==> config.mk <==
export PLATFORM = sky130hd
export DESIGN_NAME = sensor_frame_checksum_parser
export DESIGN_NICKNAME = d
export VERILOG_FILES = /design/src/hdl/sfcp_pkg.sv /design/src/hdl/sfcp_frame.sv /design/src/hdl/sfcp_out_reg.sv /design/src/hdl/sensor_frame_checksum_parser.sv
export SDC_FILE = /design/constraint.sdc
export NUM_CORES = 1
export LEC_CHECK = 0
export BUFFER_PORTS_ARGS = -buffer_cell sky130_fd_sc_hd__buf_2
export CAP_MARGIN = 20
export CORE_UTILIZATION = 61
export DETAILED_ROUTE_END_ITERATION = 6
export HOLD_SLACK_MARGIN = 0.12
export PLACE_DENSITY = 0.84
export SKIP_LAST_GASP = 1
export SYNTH_ARGS = -nofsm -noshare
export SYNTH_HDL_FRONTEND = slang
export SYNTH_SLANG_ARGS = --single-unit
==> constraint.sdc <==
create_clock -name clk -period 5.45 [get_ports clk]
set_input_delay 0.545 -clock clk [delete_from_list [all_inputs] [get_ports clk]]
set_output_delay 0.545 -clock clk [all_outputs]
set_load 0.005 [all_outputs]
==> src/hdl/sfcp_pkg.sv <==
`timescale 1ns / 1ps

package sfcp_pkg;

  localparam logic [7:0] START_BYTE = 8'hFF;
  localparam logic [3:0] FIRST_POS  = 4'd1;
  localparam logic [3:0] LAST_POS   = 4'd8;
  localparam logic [3:0] IDLE_POS   = 4'd9;
  localparam logic [3:0] HI_POS_UPLOAD = 4'd4;
  localparam logic [3:0] HI_POS_ANSWER = 4'd2;

  // Answer mode codes.
  localparam logic MODE_UPLOAD = 1'b0;
  localparam logic MODE_ANSWER = 1'b1;

  typedef struct packed {
    logic        valid;
    logic [15:0] concentration;
    logic        ready_toggle;
  } sfcp_result_t;

endpackage

==> src/hdl/sfcp_frame.sv <==
`timescale 1ns / 1ps

module sfcp_frame import sfcp_pkg::*; (
  input  logic         clk,
  input  logic         rst,
  input  logic         in_valid,
  input  logic [7:0]   rx_byte,
  input  logic         answer_mode,
  input  logic         hold,
  output logic         in_stall,
  output logic         stage_full,
  output sfcp_result_t res
);

  logic       s1_valid;
  logic [7:0] s1_byte;
  logic       step;

  logic [3:0] byte_position, byte_position_next;
  logic [7:0] running_sum, running_sum_next;
  logic [7:0] value_high, value_high_next;
  logic [7:0] value_low, value_low_next;
  logic       toggle_flag, toggle_flag_next;
  logic       hit;
  logic [3:0] hi_pos;

  assign in_stall   = s1_valid & hold;
  assign stage_full = s1_valid;
  assign step       = s1_valid & ~hold;

  // Input register: load whenever the stage is free to move.
  always_ff @(posedge clk) begin
    if (rst) begin
      s1_valid <= 1'b0;
    end else if (!in_stall) begin
      s1_valid <= in_valid;
    end
    if (!in_stall) begin
      s1_byte <= rx_byte;
    end
  end

  always_comb begin
    byte_position_next = byte_position;
    running_sum_next   = running_sum;
    value_high_next    = value_high;
    value_low_next     = value_low;
    toggle_flag_next   = toggle_flag;
    hit                = 1'b0;
    hi_pos = (answer_mode == MODE_ANSWER) ? HI_POS_ANSWER : HI_POS_UPLOAD;
    if (s1_byte == START_BYTE) begin
      byte_position_next = FIRST_POS;
      running_sum_next   = 8'd0;
    end else if (byte_position == 4'd0 || byte_position > LAST_POS) begin
      // idle: drop the byte
    end else if (byte_position < LAST_POS) begin
      running_sum_next = running_sum + s1_byte;
      if (byte_position == hi_pos) begin
        value_high_next = s1_byte;
      end else if (byte_position == hi_pos + 4'd1) begin
        value_low_next = s1_byte;
      end
      byte_position_next = byte_position + 4'd1;
    end else begin
      byte_position_next = IDLE_POS;
      if (s1_byte == 8'(8'd0 - running_sum)) begin
        hit              = 1'b1;
        toggle_flag_next = ~toggle_flag;
      end
    end
  end

  always_ff @(posedge clk) begin
    if (rst) begin
      byte_position <= IDLE_POS;
      running_sum   <= 8'd0;
      value_high    <= 8'd0;
      value_low     <= 8'd0;
      toggle_flag   <= 1'b0;
    end else if (step) begin
      byte_position <= byte_position_next;
      running_sum   <= running_sum_next;
      value_high    <= value_high_next;
      value_low     <= value_low_next;
      toggle_flag   <= toggle_flag_next;
    end
  end

  assign res.valid         = step & hit;
  assign res.concentration = {value_high, value_low};
  assign res.ready_toggle  = toggle_flag_next;

endmodule

==> src/hdl/sfcp_out_reg.sv <==
`timescale 1ns / 1ps

module sfcp_out_reg import sfcp_pkg::*; (
  input  logic         clk,
  input  logic         rst,
  input  sfcp_result_t res,
  input  logic         out_stall,
  output logic         out_valid,
  output logic [15:0]  concentration,
  output logic         ready_toggle,
  output logic         hold
);

  // A held result blocks the upstream stage.
  assign hold = out_valid & out_stall;

  always_ff @(posedge clk) begin
    if (rst) begin
      out_valid <= 1'b0;
    end else begin
      out_valid <= res.valid | hold;
    end
    if (res.valid) begin
      concentration <= res.concentration;
      ready_toggle  <= res.ready_toggle;
    end
  end

endmodule

==> src/hdl/sensor_frame_checksum_parser.sv <==
`timescale 1ns / 1ps
// Nine-byte sensor frame parser with a two's complement checksum.
// Input channel: in_valid / in_stall carry rx_byte, one received serial byte
// per item. A 0xFF byte restarts a frame; bytes 1 to 7 are summed mod 256 and
// byte 8 must equal the negated sum.
// Output channel: out_valid / out_stall carry concentration (tenths of ppm)
// and ready_toggle, which inverts on every good frame. Bad frames give nothing.
// Config channel: cfg_valid / cfg_ready write answer_mode (0 active upload,
// value in bytes 4-5; 1 question-answer, bytes 2-3). Write it while idle.
// A good checksum byte steps from the input register into the result register.
// Throughput: one byte per cycle while no result is held, set by the input
// register feeding the parser state and result register in a single step.
// Reset (rst, synchronous): parser idles until a start byte, flag and mode
// clear, no result pending.
// Stall: a held result stops the input register; a new byte is still taken
// while that register is empty, so at most one byte waits behind a result.
module sensor_frame_checksum_parser import sfcp_pkg::*; (
  input  logic        clk,
  input  logic        rst,
  input  logic        in_valid,
  output logic        in_stall,
  input  logic [7:0]  rx_byte,
  output logic        out_valid,
  input  logic        out_stall,
  output logic [15:0] concentration,
  output logic        ready_toggle,
  input  logic        cfg_valid,
  output logic        cfg_ready,
  input  logic        answer_mode
);

  logic         mode;
  logic         hold;
  logic         stage_full;
  sfcp_result_t res;

  // Take config only when no byte sits in the input register.
  assign cfg_ready = ~stage_full;

  always_ff @(posedge clk) begin
    if (rst) begin
      mode <= MODE_UPLOAD;
    end else if (cfg_valid && cfg_ready) begin
      mode <= answer_mode;
    end
  end

  sfcp_frame u_frame (
    .clk        (clk),
    .rst        (rst),
    .in_valid   (in_valid),
    .rx_byte    (rx_byte),
    .answer_mode(mode),
    .hold       (hold),
    .in_stall   (in_stall),
    .stage_full (stage_full),
    .res        (res)
  );

  sfcp_out_reg u_out (
    .clk          (clk),
    .rst          (rst),
    .res          (res),
    .out_stall    (out_stall),
    .out_valid    (out_valid),
    .concentration(concentration),
    .ready_toggle (ready_toggle),
    .hold         (hold)
  );

`ifndef SYNTHESIS
  // Never overwrite a result still held by the receiver.
  a_no_overwrite: assert property (@(posedge clk) disable iff (rst)
    res.valid |-> !hold)
    else $error("result produced while output held");

  // Stall only when a byte really waits in the input register.
  a_stall_full: assert property (@(posedge clk) disable iff (rst)
    in_stall |-> stage_full)
    else $error("input stalled with empty stage");

  // Nothing is pending right after reset.
  a_reset_empty: assert property (@(posedge clk)
    rst |=> !out_valid && !stage_full)
    else $error("pending item after reset");
`endif

endmodule

==> results of run 1 <==
==> layout make-up <==
cell class | count | area [sq um]
tap | 50 | 62.6
inverter | 10 | 37.5
fill | 280 | 1010
sequential | 57 | 1390
multi-input combinational | 164 | 1160
clock buffer | 11 | 151
clock inverter | 5 | 77.6
timing repair buffer | 33 | 165
==> per-layer routing <==
| layer | vias to the layer above | GRT usage |
|---|---|---|
| li1 | 929 | - |
| met1 | 875 | 0.305 |
| met2 | 58 | 0.399 |
| met3 | 7 | 0.101 |
| met4 | 0 | 0.120 |
| met5 | - | 0 |
==> report_power, final <==
| group | switching [mW] | total [mW] | internal, mW |
|---|---|---|---|
| Combinational | 0.0148 | 0.0273 | 0.0125 |
| Sequential | 0.00809 | 0.456 | 0.447 |
| Clock | 0.167 | 0.448 | 0.280 |
==> cells by family after synthesis <==
family,Yosys count,share of synthesized area
buf+inv,16,0.0263
mux,18,0.0687
fa+ha+maj,11,0.0554
flops,57,0.531
compound gates,40,0.120
simple gates,80,0.149
xor+xnor,15,0.0501
==> sequential cells by signal (all words and copies together), names as in the netlist <==
register               cells
u_out.concentration       16
u_frame.running_sum        8
u_frame.s1_byte            8
u_frame.value_high         8
u_frame.value_low          8
u_frame.byte_position      4
mode                       1
u_frame.stage_full         1
u_frame.toggle_flag        1
u_out.out_valid            1
u_out.ready_toggle         1
==> worst max-delay path: stages, from the launching register on <==
cell       delay [ns]
dfxtp_1          0.46
inv_1            0.08
ha_1             0.29
xnor2_1          0.14
nand4b_1         0.11
or4_4            0.50
a2111oi_4        0.39
and2_4           0.38
==> synth_stat cells (2+ instances only) <==
master and instances:
inv_1 10, edfxtp_1 25, and2_1 2, buf_4 2, nand3_1 5, or2_2 2
xnor2_1 8, dfxtp_1 32, or3_1 2, nand2_1 9, nor3_1 4, ha_1 10
nor2_1 39, and3_1 2, or2b_1 2, a21oi_1 6, nor2b_1 2, o21ai_0 5
xor2_1 7, a22oi_1 9, nand2b_1 2, nand4_1 3, a32oi_1 2, mux2i_1 18
clkbuf_1 3
==> layout by cell type (no fill, tap or decap), drive strengths merged, types with 2 or more instances in the layout <==
master   instances
or2b             2
and2             3
ha              10
nand3            5
clkinv           2
dfxtp           32
or2              2
mux2i           18
a21oi            6
a2111oi          2
nand2            9
clkbuf          11
nand4            3
xnor2            8
nor3             4
bufinv           2
nand2b           2
xor2             7
nor2b            2
o21ai            7
a21boi           2
a22oi            9
nor2            40
buf             33
a32oi            2
edfxtp          25
inv             10
and3             2
or3              2
==> per-stage QoR <==
| stage | power [mW] | hold slack [ns] | std cells |
|---|---|---|---|
| finish | 0.931 | 0.373 | 330 |
| global route | 0.962 | 0.352 | 330 |
| CTS | 0.937 | 0.361 | 330 |
| detailed placement | 0.492 | 0.416 | 314 |
| global placement | 0.491 | 0.419 | 314 |
| floorplan | 0.480 | 0.408 | 237 |
==> worst paths after layout <==
check                         startpoint                      end  slack (ns)  cells past startpoint
setup / recovery  u_frame.running_sum[1]   u_out.concentration[2]        2.78                      7
hold / removal                rx_byte[6]       u_frame.s1_byte[6]        0.37                      1
setup reg to reg  u_frame.running_sum[1]   u_out.concentration[2]        2.78                      7
hold reg to reg    u_frame.value_high[6]  u_out.concentration[14]        0.43                      0
==> impl_metrics.py, run 1 <==
metrics = {
    "outcome": {
        "status": "completed",
    },
    "grt": {
        "grt_start_max_net_pins": 34,
        "gr-total-overflow": 0,
        "grt_pass1_vias": 1716,
        "grt_antenna_before_repair": 0,
        "grt_usage": 0.255,
        "grt_pass1_wl_um": 8060,
    },
    "sta": {
        "tightest_slew_ns": 0.626,
        "tns_ns": 0,
        "timing.final.crit_period_ns": 2.67,
        "hold_viol_final": 0,
        "maxClockFrequency_ghz": 0.375,
        "maxSlewHeadroom": 0.580,
        "fin_skew_ns": 0.00887,
        "drv_slew": 0,
        "rsz0062_at_grt": "false",
        "fin_ws_ns": 2.78,
        "period_share": 0.489,
        "finalSetupViolCount": 0,
    },
    "layout": {
        "utilization": 0.751,
        "nets": 300,
        "syn_to_final_growth_pct": 16.2,
        "finalInstanceArea_sq_um": 3050,
        "drive_gt1_frac": 0.218,
        "diodes": 0,
    },
    "drt": {
        "route.met2.wl_um": 2460,
        "drtPass1Iterations": 4,
        "post_drt_wl_per_cell_um": 15.5,
        "wl_met3_um": 254,
        "topRoutingLayerUsed": "met4",
        "ant_nets": 0,
        "via_count": 1869,
        "wl_met1_um": 2330,
        "wirelength_um": 5130,
        "first_iter_violations": 131,
        "remaining_drc_errors": 0,
        "via_per_inst": 5.66,
    },
    "clock_network": {
        "postCtsSetupRepairBufs": 0,
        "root_buffer": "clkbuf_8",
        "cts_hold_buf": 0,
        "cts_tree": "built",
        "cts.sinks": 57,
        "cts_made_buffers": 9,
        "cts_max_level": 3,
        "clock_path_buffers": 2,
        "cts_resized": 0,
        "clkTransAtPathRegs_ns": 0.07,
        "clkLatencyLatePin_ns": 0.34,
    },
    "worst_setup_path": {
        "cp.required_ns": 5.47,
        "path_class": "register to register",
        "start_kind": "register",
        "end_kind": "register",
        "cp_max_fo": 18,
        "worst_ep_arrival_time_ns": 2.69,
    },
    "yosys": {
        "syn_avg_cell_area_sq_um": 11.1,
        "synth_edf_count": 25,
        "synth_flop_cell": "dfxtp_1",
        "ys_types": 51,
        "syn-num-nets": 262,
        "yosysWarnings": 0,
        "syn-cell-area_sq_um": 2620,
        "synthArstFlopShare": 0,
        "synthCells": 237,
        "synth_top_cell_by_area": "edfxtp_1",
        "ys_ff_latch": 57,
        "ys_seq_area_frac": 0.531,
        "ys_top_cells_by_area": "edfxtp_1 29%, dfxtp_1 24%, mux2i_1 6.9%, nor2_1 5.6%, ha_1 4.8%",
        "synth_top_area_share": 0.286,
    },
    "placement": {
        "dp_slack_ns": 2.82,
        "hpwl_um": 3400,
        "port_buffers": 33,
        "place_area_sq_um": 2820,
        "gp_congestion": 0.847,
    },
    "hold_path": {
        "hp-class": "input pin to register",
    },
    "die": {
        "die_h_um": 67.6,
        "core_area_sq_um": 4060,
        "initial_core_util": 0.646,
        "num_io_pins": 34,
        "die_x_um": 67.6,
        "placementRows": 23,
        "die-area_sq_um": 4560,
    },
    "power": {
        "ir_worst_vdd_mv": 0.314,
        "power_density_nw_per_um2": 305,
        "p_leak_nw": 1.25,
    },
    "run": {
        "drv_cap": 0,
    },
}
Power figures use the tool's default switching activity.
==> run 2, diff against run 1 <==
- ABC_AREA: not set -> 1
- CORE_UTILIZATION: 61 -> 57
- PLACE_DENSITY: 0.84 -> 0.79
- clock period: 5.45 -> 2.6 ns (I/O delays scaled with it)
==> run 2 against run 1 <==
- sequential share of layout area decreased by 2.6 points
- largest power group unchanged
- worst setup slack got worse by 2.3 ns
- flip-flop and latch count unchanged
- count of clock-buffer cells in the layout unchanged
- clock skew decreased by 0.0032 ns
- critical path type unchanged
- maximum frequency increased by 26%
- largest cell class unchanged
- combinational power increased to 6.3 times the previous value
==> impl_metrics.py, run 2 <==
metrics = {
    "yosys": {
        "synth_edf_count": 25,
        "ys_top_cells_by_area": "edfxtp_1 27%, dfxtp_1 23%, nand2_1 11%, nor2_1 5.7%, inv_1 4.6%",
        "syn-cell-area_sq_um": 2760,
        "synthTopCellsByCount": "79 x nand2_1, 42 x nor2_1, 34 x inv_1",
        "ys_types": 34,
        "ys_seq_area_frac": 0.504,
        "synthArstFlopShare": 0,
        "synth_top_cell_by_area": "edfxtp_1",
        "syn_avg_cell_area_sq_um": 8.49,
        "synth_top_area_share": 0.272,
        "yosysWarnings": 0,
        "synth_flop_cell": "dfxtp_1",
        "syn-num-nets": 350,
        "synthCells": 325,
        "yosysMostFrequentCell": "nand2_1",
        "ys_ff_latch": 57,
    },
    "clock_network": {
        "cts_made_buffers": 9,
        "cts_tree": "built",
        "cts.sinks": 57,
        "clkLatencyLatePin_ns": 0.35,
        "clock_path_buffers": 2,
        "postCtsSetupRepairBufs": 0,
        "cts_max_level": 3,
        "root_buffer": "clkbuf_8",
        "cts_hold_buf": 8,
        "clkTransAtPathRegs_ns": 0.07,
        "cts_resized": 0,
    },
    "worst_setup_path": {
        "start_kind": "register",
        "path_buf_inv": 1,
        "cp.required_ns": 2.64,
        "path_depth": 9,
        "path_common_cell": "nor2_1",
        "critPathMaxStageDelay_ns": 0.48,
        "path_class": "register to register",
        "crit_family": "simple AND/OR/NAND/NOR gates",
        "r2r.worst_path.cells": 9,
        "cp_max_fo": 17,
        "cp_slowest_cell": "edfxtp_1",
        "end_kind": "register",
        "crit_chain": "ha_1 > a21oi_1 > nand3_1 > nor2_1 > nand2_1 > nor2_1 > nand2_1 > nor2_1 > buf_4",
        "worst_ep_arrival_time_ns": 2.16,
    },
    "layout": {
        "largest_register_ff_count": 16,
        "diodes": 0,
        "final_cells": 430,
        "nets": 398,
        "regMostFlops": "u_out.concentration",
        "syn_to_final_growth_pct": 17.0,
        "drive_gt1_frac": 0.196,
        "layout_common_cells": "79 x nand2_1, 42 x nor2_1, 34 x inv_1",
        "layout_commonest_cell": "nand2_1",
        "finalInstanceArea_sq_um": 3230,
        "utilization": 0.717,
    },
    "grt": {
        "grt_pass1_vias": 2058,
        "grt_start_max_net_pins": 25,
        "grt_usage": 0.250,
        "grt_antenna_before_repair": 0,
        "grt_pass1_wl_um": 9390,
        "gr-total-overflow": 0,
    },
    "sta": {
        "maxSlewHeadroom": 0.490,
        "drv_slew": 0,
        "maxClockFrequency_ghz": 0.472,
        "tightest_slew_ns": 0.765,
        "hold-worst-slack_ns": 0.127,
        "period_share": 0.815,
        "fin_ws_ns": 0.481,
        "tns_ns": 0,
        "rsz0062_at_grt": "false",
        "fin_skew_ns": 0.00563,
        "hold_viol_final": 0,
        "finalSetupViolCount": 0,
        "timing.final.crit_period_ns": 2.12,
    },
    "die": {
        "placementRows": 24,
        "num_io_pins": 34,
        "initial_core_util": 0.613,
        "core_area_sq_um": 4500,
        "die-area_sq_um": 5120,
        "die_x_um": 71.6,
        "die_h_um": 71.6,
    },
    "placement": {
        "gp_congestion": 0.929,
        "port_buffers": 33,
        "dp_slack_ns": 0.505,
        "post-place-cells": 406,
        "hpwl_um": 3970,
        "place_area_sq_um": 2950,
    },
    "outcome": {
        "status": "completed",
    },
    "drt": {
        "via_count": 2277,
        "first_iter_violations": 124,
        "via_per_inst": 5.30,
        "wirelength_um": 5750,
        "remaining_drc_errors": 0,
        "post_drt_wl_per_cell_um": 13.4,
        "ant_nets": 0,
        "drtPass1Iterations": 5,
    },
    "hold_path": {
        "min_delay_path_depth": 2,
        "hp-class": "input pin to register",
    },
    "power": {
        "power_density_nw_per_um2": 609,
        "power.total_mw": 1.97,
        "p_leak_nw": 1.53,
        "ir_worst_vdd_mv": 0.497,
    },
    "run": {
        "drv_cap": 0,
    },
}
[run 2: layout make-up]
type	instances	area [sq um]
well taps	52	65.1
inverters	39	156
clock inverters	5	55.1
fillers	358	1270
multi-input cells	224	1170
flip-flops and latches	57	1390
clock buffers	11	141
repair buffers	42	253
[run 2: kinds of logic after synthesis]
logic type      share of synthesized area
xor+xnor                           0.0127
fa+ha+maj                          0.0526
simple gates                        0.245
buf+inv                            0.0725
compound gates                      0.113
flops                               0.504
[run 2: worst paths after layout]
| path | startpoint | to | slack [ns] |
|---|---|---|---|
| max | u_frame.s1_byte[0] | u_out.concentration[1] | 0.48 |
| min | in_valid | u_frame.stage_full | 0.13 |
| max reg2reg | u_frame.s1_byte[0] | u_out.concentration[1] | 0.48 |
| min reg2reg | u_frame.value_high[6] | u_out.concentration[14] | 0.43 |
[run 2: power by group]
group	leakage, nW	switching [mW]	internal [mW]	total (mW)
Clock	0.0953	0.362	0.464	0.826
Sequential	0.538	0.0244	0.945	0.970
Combinational	0.897	0.104	0.0685	0.172
[run 2: layer usage]
metal | vias to the layer above | GRT usage | part of all wire
met3 | 11 | 0.0633 | 0.068
met2 | 64 | 0.408 | 0.49
met5 | - | 0 | 0
met1 | 1037 | 0.310 | 0.43
met4 | 0 | 0.124 | 0.019
li1 | 1165 | - | -
==> run 3, diff against run 2 <==
- CORE_UTILIZATION: 57 -> 52
- PLACE_DENSITY: 0.79 -> 0.75
- clock period: 2.6 -> 1.9 ns (I/O delays scaled with it)
==> run 3 against run 2 <==
- total power grew 41%
- flip-flop and latch count unchanged
- register-to-register slack got worse by 0.52 ns
- final area is 7.7% higher
- critical path type unchanged
- clock skew rose by 0.0038 ns
- die area is 9.3% higher
- the flow now finishes with violations (negative setup slack)
- critical path depth grew 1
==> impl_metrics.py, run 3 (synthesis results as in run 2) <==
metrics = {
    "outcome": {
        "status": "finished with violations",
        "failed_checks": "negative setup slack",
    },
    "drt": {
        "first_iter_violations": 99,
        "via_count": 2315,
        "ant_nets": 0,
        "drtPass1Iterations": 5,
        "post_drt_wl_per_cell_um": 12.7,
        "via_per_inst": 4.97,
        "wirelength_um": 5910,
        "remaining_drc_errors": 0,
    },
    "grt": {
        "gr-total-overflow": 0,
        "grt_pass1_wl_um": 9540,
        "grt_pass1_vias": 2120,
        "grt_usage": 0.239,
        "grt_start_max_net_pins": 24,
        "grt_antenna_before_repair": 0,
    },
    "worst_setup_path": {
        "start_kind": "register",
        "crit_chain": "inv_1 > nand2_1 > nand2_1 > nor2_1 > nor2_1 > nand2_1 > nor2_2 > nand2_2 > nor2_4 > clkbuf_16",
        "cp.required_ns": 1.96,
        "path_common_cell": "nand2_1",
        "cp_slowest_cell": "edfxtp_1",
        "end_kind": "register",
        "worst_ep_arrival_time_ns": 1.99,
        "critPathMaxStageDelay_ns": 0.49,
        "path_class": "register to register",
        "cp_max_fo": 8,
        "reg2reg_slack_ns": -0.04,
    },
    "power": {
        "p_leak_nw": 1.64,
        "p_clk_frac": 0.428,
        "ir_worst_vdd_mv": 0.446,
        "combinationalPowerShare": 0.097,
        "power_density_nw_per_um2": 800,
        "power.total_mw": 2.78,
        "p_switching_mw": 0.648,
        "swShare": 0.233,
        "p_int_mw": 2.13,
        "seqPwrFrac": 0.475,
    },
    "clock_network": {
        "root_buffer": "clkbuf_8",
        "clkTransAtPathRegs_ns": 0.07,
        "cts_tree": "built",
        "clock_path_buffers": 2,
        "clkLatencyLatePin_ns": 0.34,
        "cts.sinks": 57,
        "cts_made_buffers": 9,
        "cts_max_level": 3,
    },
    "placement": {
        "port_buffers": 33,
        "post-place-cells": 435,
        "dp_slack_ns": -0.0316,
        "hpwl_um": 4040,
        "gp_congestion": 0.925,
    },
    "run": {
        "drv_cap": 0,
    },
    "sta": {
        "fin_ws_ns": -0.0383,
        "period_share": 1.02,
        "drv_slew": 0,
        "timing.final.crit_period_ns": 1.94,
        "maxSlewHeadroom": 0.788,
        "tightest_slew_ns": 0.318,
        "hold_viol_final": 0,
        "hold-worst-slack_ns": 0.138,
        "fin_skew_ns": 0.00948,
        "rsz0062_at_grt": "true",
        "maxClockFrequency_ghz": 0.516,
        "finalSetupViolCount": 17,
    },
    "layout": {
        "layout_common_cells": "78 x nand2_1, 40 x nor2_1, 33 x buf_2",
        "regMostFlops": "u_out.concentration",
        "largest_register_ff_count": 16,
        "nets": 416,
        "syn_to_final_growth_pct": 26.0,
        "drive_gt1_frac": 0.245,
        "final_cells": 466,
        "diodes": 0,
        "layout_commonest_cell": "nand2_1",
    },
    "die": {
        "num_io_pins": 34,
        "die_x_um": 74.9,
        "die-area_sq_um": 5600,
        "placementRows": 26,
        "die_h_um": 74.9,
        "core_area_sq_um": 5110,
        "initial_core_util": 0.540,
    },
    "hold_path": {
        "hp-class": "input pin to register",
    },
}
[run 3: through the flow]
stage	setup TNS (ns)	instance area, sq um	utilization
floorplan	-0.515	2770	-
global placement	0	3080	0.603
detailed placement	-0.528	3080	0.603
CTS	-0.546	3400	0.666
global route	-2.78	3480	0.681
finish	-0.327	3480	0.681
[run 3: worst max-delay path, delay by kind of cell (launching register included)]
family | cells | cell delay [ns]
buffers and inverters | 2 | 0.35
flip-flops | 1 | 0.49
AND/OR/NAND/NOR | 8 | 0.82
[run 3: power groups by stage]
stage | registers, mW | logic (mW) | clock network (mW)
finish | 1.32 | 0.269 | 1.19
global route | 1.33 | 0.305 | 1.27
global placement | 1.35 | 0.229 | 0
CTS | 1.32 | 0.256 | 1.21
detailed placement | 1.35 | 0.235 | 0
floorplan | 1.34 | 0.170 | 0
[run 3: metal layers]
| metal | wire [um] | share of wire | GRT usage |
|---|---|---|---|
| met5 | 0 | 0 | 0 |
| met4 | 115 | 0.019 | 0.109 |
| met3 | 360 | 0.061 | 0.0817 |
| met2 | 2870 | 0.49 | 0.380 |
| met1 | 2560 | 0.43 | 0.292 |
[run 3: path summary, 6_finish.rpt]
| check | startpoint | end | depth (start not counted) |
|---|---|---|---|
| setup / recovery | u_frame.s1_byte[2] | u_out.concentration[8] | 10 |
| hold reg to reg | u_frame.value_high[1] | u_out.concentration[9] | 0 |
| setup reg to reg | u_frame.s1_byte[2] | u_out.concentration[8] | 10 |
| hold / removal | cfg_valid | mode | 4 |
[run 3: what timing repair did]
item                                   CTS  global route
endpoints found under the hold margin   10             0
setup endpoints to repair               18            19
gates resized for setup                  1            11
hold buffers                            10             0
pin swaps                                0             6
cloned                                   0             1
buffers inserted                         2             2
[run 3: area by class of cell]
type                            instances  area (sq um)
Clock buffer                           11           131
Multi-Input combinational cell        224          1210
Inverter                               39           159
Timing Repair Buffer                   60           423
Fill cell                             410          1630
Tap cell                               70          87.6
Clock inverter                          5          71.3
Sequential cell                        57          1400
